File: config.mk
export PLATFORM = sky130hd
export DESIGN_NAME = woda_mul
export DESIGN_NICKNAME = d
export VERILOG_FILES = /design/src/rtl/assert_macros.svh /design/src/rtl/woda_mul.sv
export SDC_FILE = /design/constraint.sdc
export NUM_CORES = 2
export LEC_CHECK = 0
export BUFFER_PORTS_ARGS = -buffer_cell sky130_fd_sc_hd__buf_2
export CORE_MARGIN = 3
export CORE_UTILIZATION = 56
export CTS_BUF_LIST = sky130_fd_sc_hd__clkbuf_4 sky130_fd_sc_hd__clkbuf_8 sky130_fd_sc_hd__clkbuf_16
export DETAILED_ROUTE_END_ITERATION = 10
export GPL_TIMING_DRIVEN = 0
export PLACE_DENSITY_LB_ADDON = 0.2
export SYNTH_ARGS = -nofsm -noshare
export SYNTH_HDL_FRONTEND = slang
export SYNTH_SLANG_ARGS = --single-unit
File: constraint.sdc
create_clock -name clk -period 21.6 [get_ports clk]
set_clock_uncertainty 0.1 [all_clocks]
set_input_delay 2.16 -clock clk [delete_from_list [all_inputs] [get_ports clk]]
set_output_delay 2.16 -clock clk [all_outputs]
set_load 0.1 [all_outputs]
File: src/rtl/assert_macros.svh
// assertion helpers shared by the rtl; empty bodies when SYNTH is set
`ifndef ASSERT_MACROS_SVH
`define ASSERT_MACROS_SVH

`ifndef SYNTH
`define ASSERT_ALWAYS(lbl, clk, rst, expr) \
  lbl: assert property (@(posedge clk) disable iff (rst) (expr)) \
    else $error("assertion failed");
`define ASSERT_IMPLY(lbl, clk, rst, ante, cons) \
  lbl: assert property (@(posedge clk) disable iff (rst) (ante) |-> (cons)) \
    else $error("assertion failed");
`define ASSERT_NEXT(lbl, clk, rst, ante, cons) \
  lbl: assert property (@(posedge clk) disable iff (rst) (ante) |=> (cons)) \
    else $error("assertion failed");
`else
`define ASSERT_ALWAYS(lbl, clk, rst, expr)
`define ASSERT_IMPLY(lbl, clk, rst, ante, cons)
`define ASSERT_NEXT(lbl, clk, rst, ante, cons)
`endif

`endif

File: src/rtl/woda_mul.sv
module woda_mul (
  input  logic        clk,
  input  logic [31:0] a,
  input  logic [31:0] b,
  output logic [63:0] p
);
  // registered 32x32 product, shared by every multiply step
  always_ff @(posedge clk) begin
    p <= {32'b0, a} * {32'b0, b};
  end
endmodule

==> metrics.md <==
| Metric | Value |
|---|---|
| Number of global-route vias before repair | `29058` |
| Core area | `0.0608 mm²` |
| Final setup fails | `0` |
| GRT Util Overall | `0.400` |
| Tcrit/Tclk final | `0.491` |
| CTS sink count | `64` |
| Hold path depth | `2` |
| Largest net degree at the start of global routing | `13` |
| Crit-path max FO | `10` |
| Ports | `129` |
| First-pass GRT wire length | `184000 µm` |
| Initial antenna violation count | `18` |
| CTS Buf Count | `9` |
| Top FF cell, synth | `dfxtp_1` |
| Postcts setup bufs | `0` |
| Yosys warnings | `0` |
| Asr flop ratio synth | `0` |
| Syn nets | `4972` |
| HPWL after DPL | `105000 µm` |
| Cell count after synthesis | `3748` |
| Post-DRT Antenna Nets | `0` |
| CP startpoint kind | `primary input` |
| Worst Tran Pin Value | `1480 ps` |
| Cell variety after synth | `57` |
| Routed wire length | `125000 µm` |
| Root Buffer | `clkbuf_16` |
| Leading cell type in the layout, fill and taps excluded | `fa_1` |
| Area Overhead vs Synth | `5.74%` |
| Most frequent cells in the layout | `fa_1, inv_1, and2_1` |
| DRC | `0` |
| Finished Layout Cells | `4685` |
| Count of final hold-check violations | `0` |
| Critical Path RT | `21780 ps` |
| CP Capture Type | `register` |
| TritonCTS clock tree | `yes` |
| Clock buffer depth | `2` |
| WHS Endpoint | `p[0]` |
| Post-synthesis average cell area | `9.25 µm²` |
| Crit path time final | `10620 ps` |
| H-tree lvl count | `3` |
| Slew headroom | `0.0101` |
| Placed cells | `4658` |
| Die Y | `255 µm` |
| Hold buffer count at CTS | `0` |
| Clock slew at reported path FFs | `60 ps` |
| Post-CTS resize count | `0` |
| Post-synthesis register bit count | `64` |
| Die width | `255 µm` |
| Achievable frequency | `0.0942 GHz` |
| Hold_sp | `b[0]` |
| NumNets Final | `5111` |
| Total of max-cap violations | `0` |
| Routability cong. | `1.07` |
| Setup TNS | `0 ps` |
| Drt pass-1 iters | `6` |
| RSZ-0062 raised after global routing | `no` |
| Register area share after synthesis | `0.0369` |
| Rows | `90` |
| Share of cells above drive strength 1 | `0.0429` |
| Synthesized cell area | `0.0347 mm²` |
| WP data arrival | `10800 ps` |
| Detailed Route Iter0 Violations | `2361` |
| Hold WC Path Type | `in2reg` |
| Reg with most FFs | `p` |
| Hold_ws | `2030 ps` |
| Die area | `0.0649 mm²` |
| Post-synth EDFFs | `0` |
| Largest register FFs | `64` |
| Fill cell count | `5546` |
| GRT overflow | `0` |
| Final count of pins violating max slew | `0` |
| Via density | `5.84` |
| WL/cell | `26.8 µm` |
| I/O Buffers | `128` |
| Outcome | `finished clean` |
| Starting Density | `0.570` |
| Biggest regs | `p (64)` |
| Vias post-DR | `27351` |
| Critical path class | `in2reg` |
-- cells by family after synthesis --
logic type | Yosys count | synth area share
buffers and inverters | 1085 | 0.118
AOI/OAI and AO/OA | 202 | 0.0415
adders and majority gates | 1159 | 0.612
muxes | 1 | 0.000289
xor gates and xnor gates | 60 | 0.0152
and+or+nand+nor | 1177 | 0.176
DFF | 64 | 0.0369
-- how the worst max path moves through the flow --
stage               start    end  slack (ps)  cells after the start
floorplan           a[25]  p[62]       12590                     25
global placement    a[12]  p[62]       11020                     23
detailed placement  a[12]  p[62]       10980                     23
CTS                 a[12]  p[62]       11390                     23
global route        a[12]  p[62]       10780                     25
finish              a[13]  p[62]       10980                     24
-- area by class of cell --
class | count | area [µm²] | share of cell area
Clock buffer | 9 | 225 | 0.00614
Tap cell | 782 | 978 | 0.0267
Timing Repair Buffer | 128 | 641 | 0.0175
Buffer | 220 | 833 | 0.0227
Multi-Input combinational cell | 2599 | 29300 | 0.799
Clock inverter | 7 | 119 | 0.00324
Inverter | 865 | 3250 | 0.0886
Antenna cell | 11 | 27.5 | 0.000751
Sequential cell | 64 | 1280 | 0.0349
-- routing by layer --
layer / GRT usage / share of wire / up-vias
met5: 0.000733 / 0 / -
met4: 0.322 / 0.11 / 0
met3: 0.0974 / 0.11 / 544
met2: 0.618 / 0.44 / 1712
met1: 0.482 / 0.35 / 13936
li1: - / - / 11159
-- cells in the mapped netlist (4+ instances only) --
| cell type | number | area share |
|---|---|---|
| a21o_1 | 40 | 0.0087 |
| a21oi_1 | 63 | 0.0091 |
| a221o_1 | 4 | 0.0012 |
| a31oi_1 | 12 | 0.0022 |
| and2_1 | 602 | 0.11 |
| and3_1 | 14 | 0.0025 |
| buf_2 | 6 | 0.00087 |
| clkbuf_1 | 213 | 0.023 |
| dfxtp_1 | 64 | 0.037 |
| fa_1 | 896 | 0.52 |
| ha_1 | 263 | 0.095 |
| inv_1 | 865 | 0.094 |
| nand2_1 | 480 | 0.052 |
| nand3_1 | 10 | 0.0014 |
| nand4_1 | 23 | 0.0041 |
| nor2_1 | 20 | 0.0022 |
| nor3_1 | 7 | 0.0010 |
| o21a_1 | 9 | 0.0019 |
| o21ai_0 | 21 | 0.0030 |
| o21ai_1 | 5 | 0.00072 |
| o21bai_1 | 10 | 0.0022 |
| xnor2_1 | 35 | 0.0088 |
| xor2_1 | 25 | 0.0063 |
-- worst max-delay path, stage by stage --
cell and delay, ps:
buf_2 200, clkbuf_1 1100, nand2_1 160, fa_1 530, fa_1 690, inv_1 100
fa_1 510, fa_1 580, fa_1 430, fa_1 400, fa_1 510, inv_1 40
fa_1 470, inv_1 40, ha_1 250, buf_2 170, nand4_1 200, or4_1 470
or3_1 400, a31oi_1 510, a31o_2 300, a211oi_1 110, o21ai_1 240, xor2_1 170
-- stage by stage --
step / setup slack (ps) / cell area, µm² / utilization
floorplan: 12590 / 34700 / -
global placement: 11020 / 36300 / 0.597
detailed placement: 10980 / 36300 / 0.597
CTS: 11390 / 36600 / 0.603
global route: 10780 / 36600 / 0.603
finish: 10980 / 36700 / 0.603
Power is not shown: default switching activity piles up to over one toggle a cycle in this logic, so the estimate is an artifact.
