===== src/rtl/assert_macros.svh =====
// assertion helpers shared by the rtl; empty bodies when SYNTH is set
`ifndef ASSERT_MACROS_SVH
`define ASSERT_MACROS_SVH

`ifndef SYNTH
`define ASSERT_ALWAYS(lbl, clk, rst, expr) \
  lbl: assert property (@(posedge clk) disable iff (rst) (expr)) \
    else $error("assertion failed");
`define ASSERT_IMPLY(lbl, clk, rst, ante, cons) \
  lbl: assert property (@(posedge clk) disable iff (rst) (ante) |-> (cons)) \
    else $error("assertion failed");
`define ASSERT_NEXT(lbl, clk, rst, ante, cons) \
  lbl: assert property (@(posedge clk) disable iff (rst) (ante) |=> (cons)) \
    else $error("assertion failed");
`else
`define ASSERT_ALWAYS(lbl, clk, rst, expr)
`define ASSERT_IMPLY(lbl, clk, rst, ante, cons)
`define ASSERT_NEXT(lbl, clk, rst, ante, cons)
`endif

`endif


===== src/rtl/woda_pkg.sv =====
package woda_pkg;

  localparam int MaxPointsDef = 512;
  localparam int WsumW        = 64;
  localparam int WgtW         = 48;
  localparam int DivNumW      = 80;
  localparam int DivDenW      = 48;
  localparam int DivCntW      = $clog2(DivNumW + 1);

  localparam logic [31:0] Ln2Q32   = 32'd2977044472;
  localparam logic [31:0] Log2eQ30 = 32'd1549082005;
  localparam logic [31:0] Sat32    = 32'hFFFF_FFFF;
  localparam logic [15:0] DiffReset = 16'd27197;

  // averaging modes
  localparam logic [2:0] ModeLinear = 3'd0;
  localparam logic [2:0] ModeTrans  = 3'd1;
  localparam logic [2:0] ModeTrans2 = 3'd2;
  localparam logic [2:0] ModeSquare = 3'd3;
  localparam logic [2:0] ModeLog    = 3'd4;

  // register indexes
  localparam logic RegMode = 1'b0;
  localparam logic RegDiff = 1'b1;

  typedef struct packed {
    logic               go;
    logic [DivNumW-1:0] num;
    logic [DivDenW-1:0] den;
  } div_req_t;

  typedef struct packed {
    logic               busy;
    logic               done;
    logic [DivNumW-1:0] quo;
  } div_rsp_t;

  typedef logic [30:1][31:0] root_tab_t;

  function automatic logic [63:0] isqrt64(input logic [63:0] val);
    logic [63:0] v;
    logic [63:0] res;
    logic [63:0] bt;
    v   = val;
    res = '0;
    bt  = 64'd1 << 62;
    for (int k = 0; k < 32; k++) begin
      if (bt > v) bt = bt >> 2;
    end
    for (int k = 0; k < 32; k++) begin
      if (bt != 0) begin
        if (v >= res + bt) begin
          v   = v - (res + bt);
          res = (res >> 1) + bt;
        end else begin
          res = res >> 1;
        end
        bt = bt >> 2;
      end
    end
    return res;
  endfunction

  // successive square roots of two in q2.30
  function automatic root_tab_t build_roots();
    root_tab_t   tab;
    logic [63:0] t;
    t = 64'd1 << 31;
    for (int i = 1; i <= 30; i++) begin
      t      = isqrt64(t << 30);
      tab[i] = t[31:0];
    end
    return tab;
  endfunction

  localparam root_tab_t ExpRoot = build_roots();

  function automatic logic [4:0] msb_index(input logic [31:0] x);
    logic [4:0] p;
    p = '0;
    for (int k = 0; k < 32; k++) begin
      if (x[k]) p = 5'(k);
    end
    return p;
  endfunction

endpackage


===== src/rtl/woda_div.sv =====
`include "assert_macros.svh"
module woda_div (
  input  logic                clk,
  input  logic                rst,
  input  woda_pkg::div_req_t  req,
  output woda_pkg::div_rsp_t  rsp
);
  import woda_pkg::*;

  logic [DivNumW-1:0] quo;
  logic [DivDenW:0]   rem;
  logic [DivDenW-1:0] den;
  logic [DivCntW-1:0] cnt;
  logic               busy;
  logic               done;
  logic [DivDenW:0]   rem_sh;
  logic [DivDenW:0]   rem_sub;
  logic               take;

  // restoring division, one quotient bit a cycle
  always_comb begin
    rem_sh  = {rem[DivDenW-1:0], quo[DivNumW-1]};
    take    = rem_sh >= {1'b0, den};
    rem_sub = rem_sh - {1'b0, den};
  end

  always_ff @(posedge clk) begin
    if (rst) begin
      busy <= 1'b0;
      done <= 1'b0;
      cnt  <= '0;
    end else begin
      done <= 1'b0;
      if (req.go) begin
        busy <= 1'b1;
        cnt  <= DivCntW'(DivNumW);
      end else if (busy) begin
        cnt <= cnt - 1'b1;
        if (cnt == DivCntW'(1)) begin
          busy <= 1'b0;
          done <= 1'b1;
        end
      end
    end
    if (req.go) begin
      quo <= req.num;
      den <= req.den;
      rem <= '0;
    end else if (busy) begin
      rem <= take ? rem_sub : rem_sh;
      quo <= {quo[DivNumW-2:0], take};
    end
  end

  assign rsp.busy = busy;
  assign rsp.done = done;
  assign rsp.quo  = quo;

  `ASSERT_IMPLY(a_go_when_idle, clk, rst, req.go, !busy)
  `ASSERT_NEXT(a_done_single, clk, rst, done, !done)
  `ASSERT_IMPLY(a_done_ends_busy, clk, rst, done, $past(busy) && !busy)
endmodule


===== config.mk =====
export PLATFORM = sky130hd
export DESIGN_NAME = woda_div
export DESIGN_NICKNAME = d
export VERILOG_FILES = /design/src/rtl/woda_pkg.sv /design/src/rtl/woda_div.sv
export VERILOG_INCLUDE_DIRS = /design/src /design/src/rtl
export SDC_FILE = /design/constraint.sdc
export NUM_CORES = 1
export LEC_CHECK = 0
export ABC_AREA = 0
export BUFFER_PORTS_ARGS = -buffer_cell sky130_fd_sc_hd__buf_2
export CAP_MARGIN = 20
export CORE_ASPECT_RATIO = 0.7
export CORE_MARGIN = 2
export CORE_UTILIZATION = 40
export DETAILED_ROUTE_END_ITERATION = 12
export GPL_ROUTABILITY_DRIVEN = 0
export PLACE_DENSITY = 0.62
export SLEW_MARGIN = 25
export SYNTH_ARGS = -nofsm -noshare
export SYNTH_HDL_FRONTEND = slang
export SYNTH_SLANG_ARGS = --single-unit
export TNS_END_PERCENT = 5

===== constraint.sdc =====
create_clock -name clk -period 3.8 [get_ports clk]
set_clock_uncertainty 0.15 [all_clocks]
set_input_delay 1.14 -clock clk [delete_from_list [all_inputs] [get_ports clk]]
set_output_delay 1.14 -clock clk [all_outputs]
set_load 0.1 [all_outputs]

==> out/summary.txt <==
Status - completed
Reg2reg end - rem[46]$_SDFFE_PP0P_
Inserted Clock Buffers - 17
Setup TNS - 0 ns
Clock Pin Slew Worst Setup and Hold Paths - 0.07 ns
Routed WL - 27100 microns
Initial antenna violation count - 0
Global-route wire length before repair - 42200 microns
Hold WS - 0.334 ns
CP max stage delay - 0.41 ns
Top-area cell type share of the netlist area - 36.7%
FF+latch count, synth - 185
Sequential cell area - 0.00499 sq mm
Number of enable flip-flop cells after synthesis - 128
Crit Reg-Reg Startpoint - quo[79]$_DFFE_PP_
Max cap viols - 0
Area occupied by multi-input gates - 0.00498 sq mm
Rel. slew slack - 56.3%
Max Slew Vio Count - 0
Fraction of registers with async set/reset - 0%
Ys Warns - 0
Post-synthesis cell area - 0.0105 sq mm
CP endpoint kind - flip-flop
Syn-to-layout area delta - 19.1%
Slowest cell on crit path - fa_1
Remaining DRCs - 0
Total global-route track usage - 19.6%
Detailed-router iteration count before antenna repair - 5
Final Critical Period - 3.50 ns
Final Util - 48.5%
ANT cells - 0
CTS tree - yes
Crit-path leading delay family - compound AO/OA/AOI/OAI gates
Area contributors post-synth - edfxtp_1 37%, dfxtp_1 11%, mux2_2 8.6%
Post-synth cell types - 68
Detailed Place HPWL - 20300 microns
Hold path depth - 2
Via count - 8198
Peak Freq - 286 MHz
Initial DRC count - 582
Port bufs - 212
Most frequent cell after synthesis - edfxtp_1
Syn avg cell area - 10.5 sq um
Cells after Synth - 995
CTS Root Cell - clkbuf_16
Crit share post-route - 92.1%
GRT overflow - 0
Data required, critical path - 4.01 ns
Worst min path class - reg -> reg
Static leakage - 5.24 nW
Routed wire per std cell - 17.6 microns
Fill cells - 2418
Post-synth top area cell - edfxtp_1
Main synth FF type - edfxtp_1
FF-to-FF setup slack - 0.30 ns
Share of cells above drive strength 1 - 30.9%
Die Wd - 198 microns
Setup slack after layout - 0.301 ns
I/O pins - 213
Reg2reg path depth - 13
CP arrival - 3.71 ns
Nets - 1378
Critical Path Start Type - flip-flop
CP cell instances - inv_1, ha_1, fa_1, nand2b_1, a21oi_1, o31ai_1, a31o_2, a211oi_1, o21ai_0, a21oi_1, nor4_1, a311o_1, o211ai_1
CTS Hold Bufs - 0
Placed inst area - 0.0119 sq mm
Clock Tree Buf Depth - 2
Die height - 139 microns
Pwr per Cell Area - 490 mW/mm^2
Cell area after layout - 0.0125 sq mm
Slew of the pin with the lowest slew margin - 0.655 ns
RSZ-0062 raised after global routing - false
Pre-CTS setup slack - 0.145 ns
Final Hold Fails - 0
Crit Path Class - reg -> reg
FP Rows - 49
Top post-synthesis cells by count - 128 x edfxtp_1, 100 x nand2_1, 80 x mux2_2
Final Setup Violations - 0
Crit path buf inv count - 1
H-tree Lvls - 4
Vias in the first global route - 7660
CP max FO - 4
Peak supply drop - 0.000282 V
Vias per cell - 5.32
Syn Nets - 1177
Worst Hold Launch - rem[9]$_SDFFE_PP0P_
Remaining antenna violation count after routing - 0
WHS Endpoint - rem[9]$_SDFFE_PP0P_
CP most frequent cell - a21oi_1
Area of the die - 0.0275 sq mm
Clock sinks - 185
Post-synthesis sequential area ratio - 47.5%
Initial Utilization - 40.7%
Later-pin clock latency in the skew report - 0.44 ns
Core Area - 0.0257 sq mm
Largest net degree at the start of global routing - 81
[worst max-delay path by stage]
stage                      startpoint  cells after the start              endpoint
floorplan                    req[128]                      4      quo[0]$_DFFE_PP_
global placement    den[37]$_DFFE_PP_                     12  rem[31]$_SDFFE_PP0P_
detailed placement  den[37]$_DFFE_PP_                     12  rem[31]$_SDFFE_PP0P_
CTS                 den[37]$_DFFE_PP_                     12  rem[31]$_SDFFE_PP0P_
global route        quo[79]$_DFFE_PP_                     13  rem[46]$_SDFFE_PP0P_
finish              quo[79]$_DFFE_PP_                     13  rem[46]$_SDFFE_PP0P_
[cells by family after synthesis]
logic type / after synthesis / synth area share, %
AND/OR/NAND/NOR: 265 / 11.9
flip-flops: 185 / 47.5
AO/OA/AOI/OAI: 242 / 16.5
buffers and inverters: 122 / 5.00
XOR/XNOR: 42 / 3.51
adder cells (fa/ha/maj): 51 / 6.16
multiplexers: 88 / 9.36
[worst reg2reg max path, cell delays in order (launching register included)]
cell and delay (ns):
edfxtp_1 0.37, inv_1 0.05, ha_1 0.23, fa_1 0.41, nand2b_1 0.18, a21oi_1 0.26, o31ai_1 0.14, a31o_2 0.27
a211oi_1 0.29, o21ai_0 0.18, a21oi_1 0.33, nor4_1 0.09, a311o_1 0.33, o211ai_1 0.14
[area by class of cell]
cell class                      count  share of cell area, %
Tap cell                          331                   3.32
Timing Repair Buffer              233                   10.1
Clock buffer                       17                   3.41
Inverter                           71                   2.16
Clock inverter                     15                   1.18
Multi-Input combinational cell    688                   39.9
Sequential cell                   185                   39.9
[report_power, final]
group | total, W | internal [W] | switching (W)
Clock | 0.00176 | 0.000916 | 0.000845
Combinational | 0.00190 | 0.000542 | 0.00136
Sequential | 0.00247 | 0.00236 | 0.000103
Total | 0.00613 | 0.00382 | 0.00231
[registers in the layout, indices dropped and copies added (netlist names)]
name,flops
den,48
busy,1
quo,80
done,1
rem,48
cnt,7
[through the flow]
step | std cells | total power [W]
detailed placement | 1508 | 0.00439
floorplan | 995 | 0.00398
finish | 1540 | 0.00613
global placement | 1508 | 0.00438
CTS | 1540 | 0.00617
global route | 1540 | 0.00640
[per-layer routing]
layer / track usage (%) / up-vias / part of all wire (%)
met2: 26.9 / 238 / 41
li1: - / 4062 / -
met1: 30.6 / 3873 / 51
met5: 0 / - / 0
met4: 4.43 / 0 / 1.1
met3: 4.90 / 25 / 6.1
[cells in the final DEF, fill, tap and decap left out, types with 8 or more instances in the layout]
| cell type | n |
|---|---|
| buf_2 | 211 |
| edfxtp_1 | 128 |
| nand2_1 | 99 |
| mux2_2 | 80 |
| inv_1 | 69 |
| a21oi_1 | 68 |
| nor2_1 | 64 |
| dfxtp_1 | 56 |
| ha_1 | 50 |
| o21ai_0 | 42 |
| xnor2_1 | 25 |
| a21o_1 | 23 |
| buf_4 | 18 |
| xor2_1 | 17 |
| clkbuf_16 | 17 |
| o211ai_1 | 14 |
| nand3_1 | 13 |
| nor3_1 | 13 |
| a311oi_2 | 13 |
| a311oi_1 | 12 |
| a31oi_1 | 11 |
| nand4_1 | 11 |
| o21a_1 | 10 |
| and2_1 | 9 |
| clkinvlp_4 | 8 |
| nor4_1 | 8 |
| nand2b_1 | 8 |
| o21bai_1 | 8 |
| mux2i_1 | 8 |
[repair_timing]
action / in CTS / in global routing
setup buffers: 0 / 0
gates resized for setup: 0 / 2
endpoints found under the setup margin: 0 / 10
(Power assumes the default switching activity.)
